## src/sv/nscs_pkg.sv

```systemverilog
package nscs_pkg;

	localparam int LENGTH_BITS_DEF = 24;
	localparam int UNIT_LEN_W      = 24;

	localparam logic [2:0] CODE_LEN_3 = 3'd3;
	localparam logic [2:0] CODE_LEN_4 = 3'd4;

	localparam logic CODEC_H264 = 1'b0;
	localparam logic CODEC_H265 = 1'b1;

	localparam logic [5:0] H264_TYPE_SPS = 6'd7;
	localparam logic [5:0] H264_TYPE_PPS = 6'd8;
	localparam logic [5:0] H265_TYPE_VPS = 6'd32;
	localparam logic [5:0] H265_TYPE_SPS = 6'd33;
	localparam logic [5:0] H265_TYPE_PPS = 6'd34;

	typedef struct packed {
		logic [7:0] data_byte;
		logic       discard_before;
	} in_t;

	typedef struct packed {
		logic [5:0] unit_type;
		logic [1:0] ref_idc;
		logic [5:0] layer_id;
		logic [2:0] temporal_id_plus1;
		logic       is_parameter_set;
	} hdr_t;

	typedef struct packed {
		logic [31:0]           unit_offset;
		logic [UNIT_LEN_W-1:0] unit_length;
		logic                  length_saturated;
		logic [2:0]            start_code_length;
		logic [5:0]            unit_type;
		logic [1:0]            ref_idc;
		logic [5:0]            layer_id;
		logic [2:0]            temporal_id_plus1;
		logic                  is_parameter_set;
	} out_t;

endpackage

```

## src/sv/nscs_hdr_dec.sv

```systemverilog
// NAL header field decode for H.264 (one byte) or H.265 (two bytes).
module nscs_hdr_dec
	import nscs_pkg::*;
(
	input  logic        codec_select,
	input  logic [15:0] header_bytes,
	output hdr_t        hdr
);

	logic [7:0] b0;
	logic [7:0] b1;
	logic [5:0] type_264;
	logic [5:0] type_265;

	assign b0 = header_bytes[15:8];
	assign b1 = header_bytes[7:0];
	assign type_264 = {1'b0, b0[4:0]};
	assign type_265 = b0[6:1];

	always_comb begin
		if (codec_select == CODEC_H264) begin
			hdr.unit_type         = type_264;
			hdr.ref_idc           = b0[6:5];
			hdr.layer_id          = '0;
			hdr.temporal_id_plus1 = '0;
			hdr.is_parameter_set  = (type_264 == H264_TYPE_SPS) || (type_264 == H264_TYPE_PPS);
		end else begin
			hdr.unit_type         = type_265;
			hdr.ref_idc           = '0;
			hdr.layer_id          = {b0[0], b1[7:3]};
			hdr.temporal_id_plus1 = b1[2:0];
			hdr.is_parameter_set  = (type_265 == H265_TYPE_VPS) || (type_265 == H265_TYPE_SPS)
				|| (type_265 == H265_TYPE_PPS);
		end
	end

endmodule

```

## src/sv/nal_unit_start_code_splitter.sv

```systemverilog
// Channel | Direction | Payload | Transaction when
// --------+-----------+---------+---------------------------------
// in      | input     | in_t    | in_valid & in_ready
// out     | output    | out_t   | out_valid & out_ready
// cfg     | input     | 1 bit   | cfg_we (codec_select, no wait)
//
// One stream byte per cycle; a finished unit shows on out in the cycle after
// the byte that completes the next start code is accepted. The rate is set by
// updating the match history and the unit counters for each byte as it is taken.
// in_ready drops only while a result sits in the output register and out is
// stalled. arst_n clears all control state; codec_select resets to H.264.
module nal_unit_start_code_splitter
	import nscs_pkg::*;
#(
	parameter int LENGTH_BITS = LENGTH_BITS_DEF
) (
	input  logic clk,
	input  logic arst_n,
	input  logic in_valid,
	output logic in_ready,
	input  in_t  in_data,
	output logic out_valid,
	input  logic out_ready,
	output out_t out_data,
	input  logic cfg_we,
	input  logic cfg_wdata
);

	// Length counter carries one extra bit so it can stop just past the max.
	localparam int CW = LENGTH_BITS + 1;
	localparam logic [CW-1:0] LEN_MAX = {1'b0, {LENGTH_BITS{1'b1}}};
	localparam logic [CW-1:0] CNT_CAP = {1'b1, {(LENGTH_BITS-2){1'b0}}, 2'b11};

	// Config
	logic codec_q;

	// Parser state
	logic [23:0]   recent_q;
	logic [1:0]    recent_cnt_q;
	logic          open_q;
	logic [31:0]   open_pos_q;
	logic [CW-1:0] open_len_q;
	logic [2:0]    open_cl_q;
	logic [15:0]   hdr_q;
	logic [1:0]    hdr_cnt_q;
	logic [31:0]   byte_pos_q;

	// Output register
	logic out_valid_q;
	out_t out_q;

	logic accept;

	// State as seen after an optional discard
	logic [23:0]   recent_e;
	logic [1:0]    recent_cnt_e;
	logic          open_e;
	logic [CW-1:0] open_len_e;
	logic [15:0]   hdr_e;
	logic [1:0]    hdr_cnt_e;

	// Unit state after this byte
	logic          open_n;
	logic [CW-1:0] open_len_n;
	logic [15:0]   hdr_n;
	logic [1:0]    hdr_cnt_n;

	logic [7:0]    b;
	logic          is_code;
	logic          code4;
	logic [2:0]    code_len;
	logic          emit;
	logic [CW-1:0] code_sub;
	logic [CW-1:0] len_raw;
	logic          len_sat;
	logic [LENGTH_BITS-1:0] len_clip;
	logic [UNIT_LEN_W-1:0]  len_out;
	hdr_t          hdr;
	out_t          result;

	assign in_ready  = !out_valid_q || out_ready;
	assign accept    = in_valid && in_ready;
	assign out_valid = out_valid_q;
	assign out_data  = out_q;

	assign b = in_data.data_byte;

	// discard_before wipes the open unit and the byte history first
	always_comb begin
		if (in_data.discard_before) begin
			recent_e     = '0;
			recent_cnt_e = '0;
			open_e       = 1'b0;
			open_len_e   = '0;
			hdr_e        = '0;
			hdr_cnt_e    = '0;
		end else begin
			recent_e     = recent_q;
			recent_cnt_e = recent_cnt_q;
			open_e       = open_q;
			open_len_e   = open_len_q;
			hdr_e        = hdr_q;
			hdr_cnt_e    = hdr_cnt_q;
		end
	end

	// 00 00 01 match; a third zero in the history makes it a 4-byte code
	assign is_code  = (b == 8'h01) && (recent_cnt_e >= 2'd2) && (recent_e[15:0] == 16'h0000);
	assign code4    = is_code && (recent_cnt_e == 2'd3) && (recent_e[23:16] == 8'h00);
	assign code_len = code4 ? CODE_LEN_4 : CODE_LEN_3;
	assign emit     = is_code && open_e;

	// The new code's leading bytes were counted into the old unit; take them back
	assign code_sub = CW'(code_len - 3'd1);
	assign len_raw  = (open_len_e > code_sub) ? (open_len_e - code_sub) : '0;
	assign len_sat  = len_raw > LEN_MAX;
	assign len_clip = len_sat ? LEN_MAX[LENGTH_BITS-1:0] : len_raw[LENGTH_BITS-1:0];

	generate
		if (LENGTH_BITS >= UNIT_LEN_W) begin : g_len_trunc
			assign len_out = len_clip[UNIT_LEN_W-1:0];
		end else begin : g_len_ext
			assign len_out = {{(UNIT_LEN_W-LENGTH_BITS){1'b0}}, len_clip};
		end
	endgenerate

	nscs_hdr_dec u_hdr_dec (
		.codec_select (codec_q),
		.header_bytes (hdr_e),
		.hdr          (hdr)
	);

	always_comb begin
		result.unit_offset       = open_pos_q;
		result.unit_length       = len_out;
		result.length_saturated  = len_sat;
		result.start_code_length = open_cl_q;
		result.unit_type         = hdr.unit_type;
		result.ref_idc           = hdr.ref_idc;
		result.layer_id          = hdr.layer_id;
		result.temporal_id_plus1 = hdr.temporal_id_plus1;
		result.is_parameter_set  = hdr.is_parameter_set;
	end

	always_comb begin
		open_n     = open_e;
		open_len_n = open_len_e;
		hdr_n      = hdr_e;
		hdr_cnt_n  = hdr_cnt_e;
		if (is_code) begin
			// a new unit opens at the first byte of this code
			open_n     = 1'b1;
			open_len_n = CW'(code_len);
			hdr_n      = '0;
			hdr_cnt_n  = '0;
		end else if (open_e) begin
			if (open_len_e < CNT_CAP) begin
				open_len_n = open_len_e + CW'(1);
			end
			// first two bytes after the code, even if they start the next code
			if (hdr_cnt_e == 2'd0) begin
				hdr_n     = {b, 8'h00};
				hdr_cnt_n = 2'd1;
			end else if (hdr_cnt_e == 2'd1) begin
				hdr_n     = {hdr_e[15:8], b};
				hdr_cnt_n = 2'd2;
			end
		end
	end

	always_ff @(posedge clk or negedge arst_n) begin
		if (!arst_n) begin
			codec_q <= CODEC_H264;
		end else if (cfg_we) begin
			codec_q <= cfg_wdata;
		end
	end

	always_ff @(posedge clk or negedge arst_n) begin
		if (!arst_n) begin
			recent_q     <= '0;
			recent_cnt_q <= '0;
			open_q       <= 1'b0;
			open_pos_q   <= '0;
			open_len_q   <= '0;
			open_cl_q    <= CODE_LEN_3;
			hdr_q        <= '0;
			hdr_cnt_q    <= '0;
			byte_pos_q   <= '0;
		end else if (accept) begin
			open_q     <= open_n;
			open_len_q <= open_len_n;
			hdr_q      <= hdr_n;
			hdr_cnt_q  <= hdr_cnt_n;
			if (is_code) begin
				open_pos_q <= byte_pos_q - 32'(code_len - 3'd1);
				open_cl_q  <= code_len;
			end
			recent_q <= {recent_e[15:0], b};
			if (recent_cnt_e != 2'd3) begin
				recent_cnt_q <= recent_cnt_e + 2'd1;
			end else begin
				recent_cnt_q <= recent_cnt_e;
			end
			byte_pos_q <= byte_pos_q + 32'd1;
		end
	end

	always_ff @(posedge clk or negedge arst_n) begin
		if (!arst_n) begin
			out_valid_q <= 1'b0;
		end else if (accept && emit) begin
			out_valid_q <= 1'b1;
		end else if (out_ready) begin
			out_valid_q <= 1'b0;
		end
	end

	always_ff @(posedge clk) begin
		if (accept && emit) begin
			out_q <= result;
		end
	end

endmodule

```

## config.mk

```make
export PLATFORM = sky130hd
export DESIGN_NAME = nal_unit_start_code_splitter
export DESIGN_NICKNAME = d
export VERILOG_FILES = /design/src/sv/nscs_pkg.sv /design/src/sv/nscs_hdr_dec.sv /design/src/sv/nal_unit_start_code_splitter.sv
export SDC_FILE = /design/constraint.sdc
export NUM_CORES = 1
export LEC_CHECK = 0
export BUFFER_PORTS_ARGS = -buffer_cell sky130_fd_sc_hd__buf_2
export CAP_MARGIN = 30
export CORE_ASPECT_RATIO = 0.8
export CORE_MARGIN = 2
export CORE_UTILIZATION = 64
export DETAILED_ROUTE_END_ITERATION = 6
export PLACE_DENSITY = 0.88
export SYNTH_ARGS = -nofsm -noshare
export SYNTH_HDL_FRONTEND = slang
export SYNTH_SLANG_ARGS = --single-unit
export TNS_END_PERCENT = 100
```

## constraint.sdc

```tcl
create_clock -name clk -period 13.9 [get_ports clk]
set_input_delay 2.78 -clock clk [delete_from_list [all_inputs] [get_ports clk]]
set_output_delay 2.78 -clock clk [all_outputs]
set_load 0.05 [all_outputs]
```

==> reports/metrics.yaml <==
drt-wirelength-per-cell_um: 17.9
grt_pass1_wl_um: 37600
die_x_um: 145
coreArea_mm2: 0.0157
worstReg2RegStart: "recent_q[2]"
fmax_mhz: 151
drv_cap: 0
placed_cells_incl_taps: 1229
grt_max_degree: 76
synth_seq_cells: 214
r2r-end: "out_data[32]"
drt-initial-drc-count: 880
io-pin-count: 95
status: "finished clean"
drcViolationCount: 0
clk_pin_slew_ns: 0.06
antenna_left: 0
cpPeakStageDelay_ns: 0.78
via_per_inst: 6.17
critPathMaxFanout: 14
holdBufCountCts: 0
hold_end: "out_data[49]"
hold_viol_final: 0
clock-sinks: 214
p_leak_nw: 4.82
synth_nets: 1004
clock_latency_ns: 0.49
die-area_mm2: 0.0170
syn_inst: 980
synth_edf_count: 77
ys_async_sr_fraction: 0.640
hp-start: "open_pos_q[3]"
layout-drive-gt1-share: 0.161
ir_drop_mv: 0.0787
vias: 7821
power_density_mw_per_mm2: 124
final.setup.tns_ns: 0
crit_cells: 13
synth_flop_cell: "dfrtp_1"
synth_warnings: 0
critPathArrivalTime_ns: 6.77
antenna_cells: 0
start_kind: "primary input"
yosysSeqAreaShare: 0.562
htreeDepth: 1
place_congestion: 0.942
gr-total-overflow: 0
endpoint_kind: "register"
rsz0062_at_grt: "false"
relSlewSlack: 0.269
rows: 41
slew_violations: 0
ys_types: 68
finalSetupViolations: 0
cp_slowest_cell: "xor2_1"
cts_made_buffers: 21
period_needed_ns: 6.60
cp.required_ns: 14.07
post_cts_resized: 0
finalNetCount: 1061
cts.root.buffer_cell: "clkbuf_16"
fp.dieH_um: 117
syn_avg_cell_area_um2: 10.4
cp_top_family: "simple AND/OR/NAND/NOR gates"
cp_num_buf_inv: 2
path_class: "in2reg"
grt_use_total: 0.272
cts_max_path_buffers: 3
tritoncts: "built"
hold_depth: 0
skew_ns: 0.0160
hpwlAfterDp_um: 14700
finalNonFillerCells: 1267
first_pass_iters: 5
cts_setup_buffers: 0
area_delta_synth_final_pct: 12.1
r2r_slack_ns: 9.71
fin_crit_sh: 0.475
start_util: 0.651
r2r_cells: 12
hp-class: "reg2reg"
worst_pin_slew_ns: 1.09
antenna_found_initial: 0
path_cells: "buf_2, or4_1, nor4b_2, nand3_1, nor2_1, ha_1, inv_1, ha_1, nor3_1, a41oi_1, nor2_1, xor2_1, a21oi_1"
wl_um: 22700
port_buffers: 94
grt_pass1_vias: 7362
syn-cell-area_mm2: 0.0102
## worst max path at each step
stage	startpoint	to
2_1_floorplan	in_data[3]	out_data[0]
6_report	in_data[3]	out_data[32]
3_5_place_dp	in_data[3]	out_data[32]
3_3_place_gp	in_data[3]	out_data[44]
4_1_cts	in_data[3]	out_data[32]
5_1_grt	in_data[3]	out_data[24]
## layer usage
layer / wire [um] / GRT usage
met5: 0 / 0
met4: 459 / 0.0706
met3: 1710 / 0.0411
met2: 10400 / 0.425
met1: 10100 / 0.409
## power by group
group | internal, mW | switching (mW) | total (mW)
Clock | 0.351 | 0.231 | 0.582
Sequential | 0.666 | 0.0235 | 0.690
Combinational | 0.0557 | 0.0891 | 0.145
Total | 1.07 | 0.344 | 1.42
## cells in the final DEF, fill, tap and decap left out, types with 14 or more instances in the layout
master,count
nor2_1,56
a21oi_1,39
nand4_1,24
and2_1,21
edfxtp_1,77
a22o_1,15
a31oi_1,21
nand3_1,30
xor2_1,15
buf_2,93
o21ai_0,65
inv_1,18
xnor2_1,58
and3_1,14
nor3_1,27
nand2_1,143
clkbuf_16,22
dfrtp_1,136
## cell families (layout without fill, tap and decap cells)
kind of cell    after synthesis  in the layout  synth area share
simple gates                401            401             0.206
flops                       214            214             0.562
compound gates              189            189             0.115
buf+inv                      87            159            0.0363
xor+xnor                     73             73            0.0626
fa+ha+maj                     9              9            0.0110
mux                           7              7           0.00698
## worst reg2reg max path: stages, from the launching register on
cell and delay, ns:
dfrtp_1 0.40, nor4_1 0.52, a31o_2 0.27, nand3_1 0.23, nor2_1 0.31, ha_1 0.22
inv_1 0.05, ha_1 0.20, nor3_1 0.14, a41oi_1 0.28, nor2_1 0.29, xor2_1 0.78
a21oi_1 0.20
## layout make-up
| cell class | instances | area, um2 |
|---|---|---|
| flip-flops and latches | 214 | 5740 |
| fillers | 1088 | 4250 |
| multi-input cells | 679 | 4110 |
| clock buffers | 26 | 576 |
| repair buffers | 103 | 544 |
| well taps | 215 | 269 |
| clock inverters | 12 | 143 |
| inverters | 18 | 67.6 |
## flip-flops by register name, summed over array words and instances (netlist names)
name and count:
byte_pos_q 32, codec_q 1, hdr_cnt_q 2, hdr_q 15, open_cl_q 2, open_len_q 25
open_pos_q 32, open_q 1, out_data 77, out_valid 1, recent_cnt_q 2, recent_q 24
## synthesized netlist by cell type (all sizes together) (8+ instances only)
| master | instances | share of area |
|---|---|---|
| and2 | 21 | 0.013 |
| ha | 9 | 0.011 |
| a21oi | 41 | 0.021 |
| dfrtp | 136 | 0.33 |
| or4 | 12 | 0.0092 |
| nand4 | 24 | 0.015 |
| a31oi | 21 | 0.013 |
| nor2 | 59 | 0.022 |
| nand2 | 143 | 0.053 |
| a41oi | 8 | 0.0069 |
| xor2 | 15 | 0.013 |
| nand3 | 30 | 0.015 |
| inv | 18 | 0.0066 |
| xnor2 | 58 | 0.050 |
| o21ai | 70 | 0.035 |
| and3 | 15 | 0.0093 |
| edfxtp | 77 | 0.23 |
| clkbuf | 49 | 0.018 |
| nor3 | 27 | 0.013 |
| nor2b | 12 | 0.0074 |
| a22o | 15 | 0.013 |
| or3 | 11 | 0.0072 |
| buf | 20 | 0.012 |
| nor4 | 18 | 0.018 |
## per-stage QoR
stage	worst slack [ns]	total power [mW]	hold slack, ns	instance area (um2)	utilization
finish	7.30	1.42	0.444	11400	0.729
global route	6.98	1.47	0.456	11400	0.729
CTS	7.37	1.42	0.445	11400	0.729
detailed placement	6.86	0.842	0.432	10700	0.684
global placement	7.09	0.834	0.431	10700	0.684
floorplan	5.92	0.799	0.425	10200	-
No activity file was read; power rests on OpenSTA's default activity.
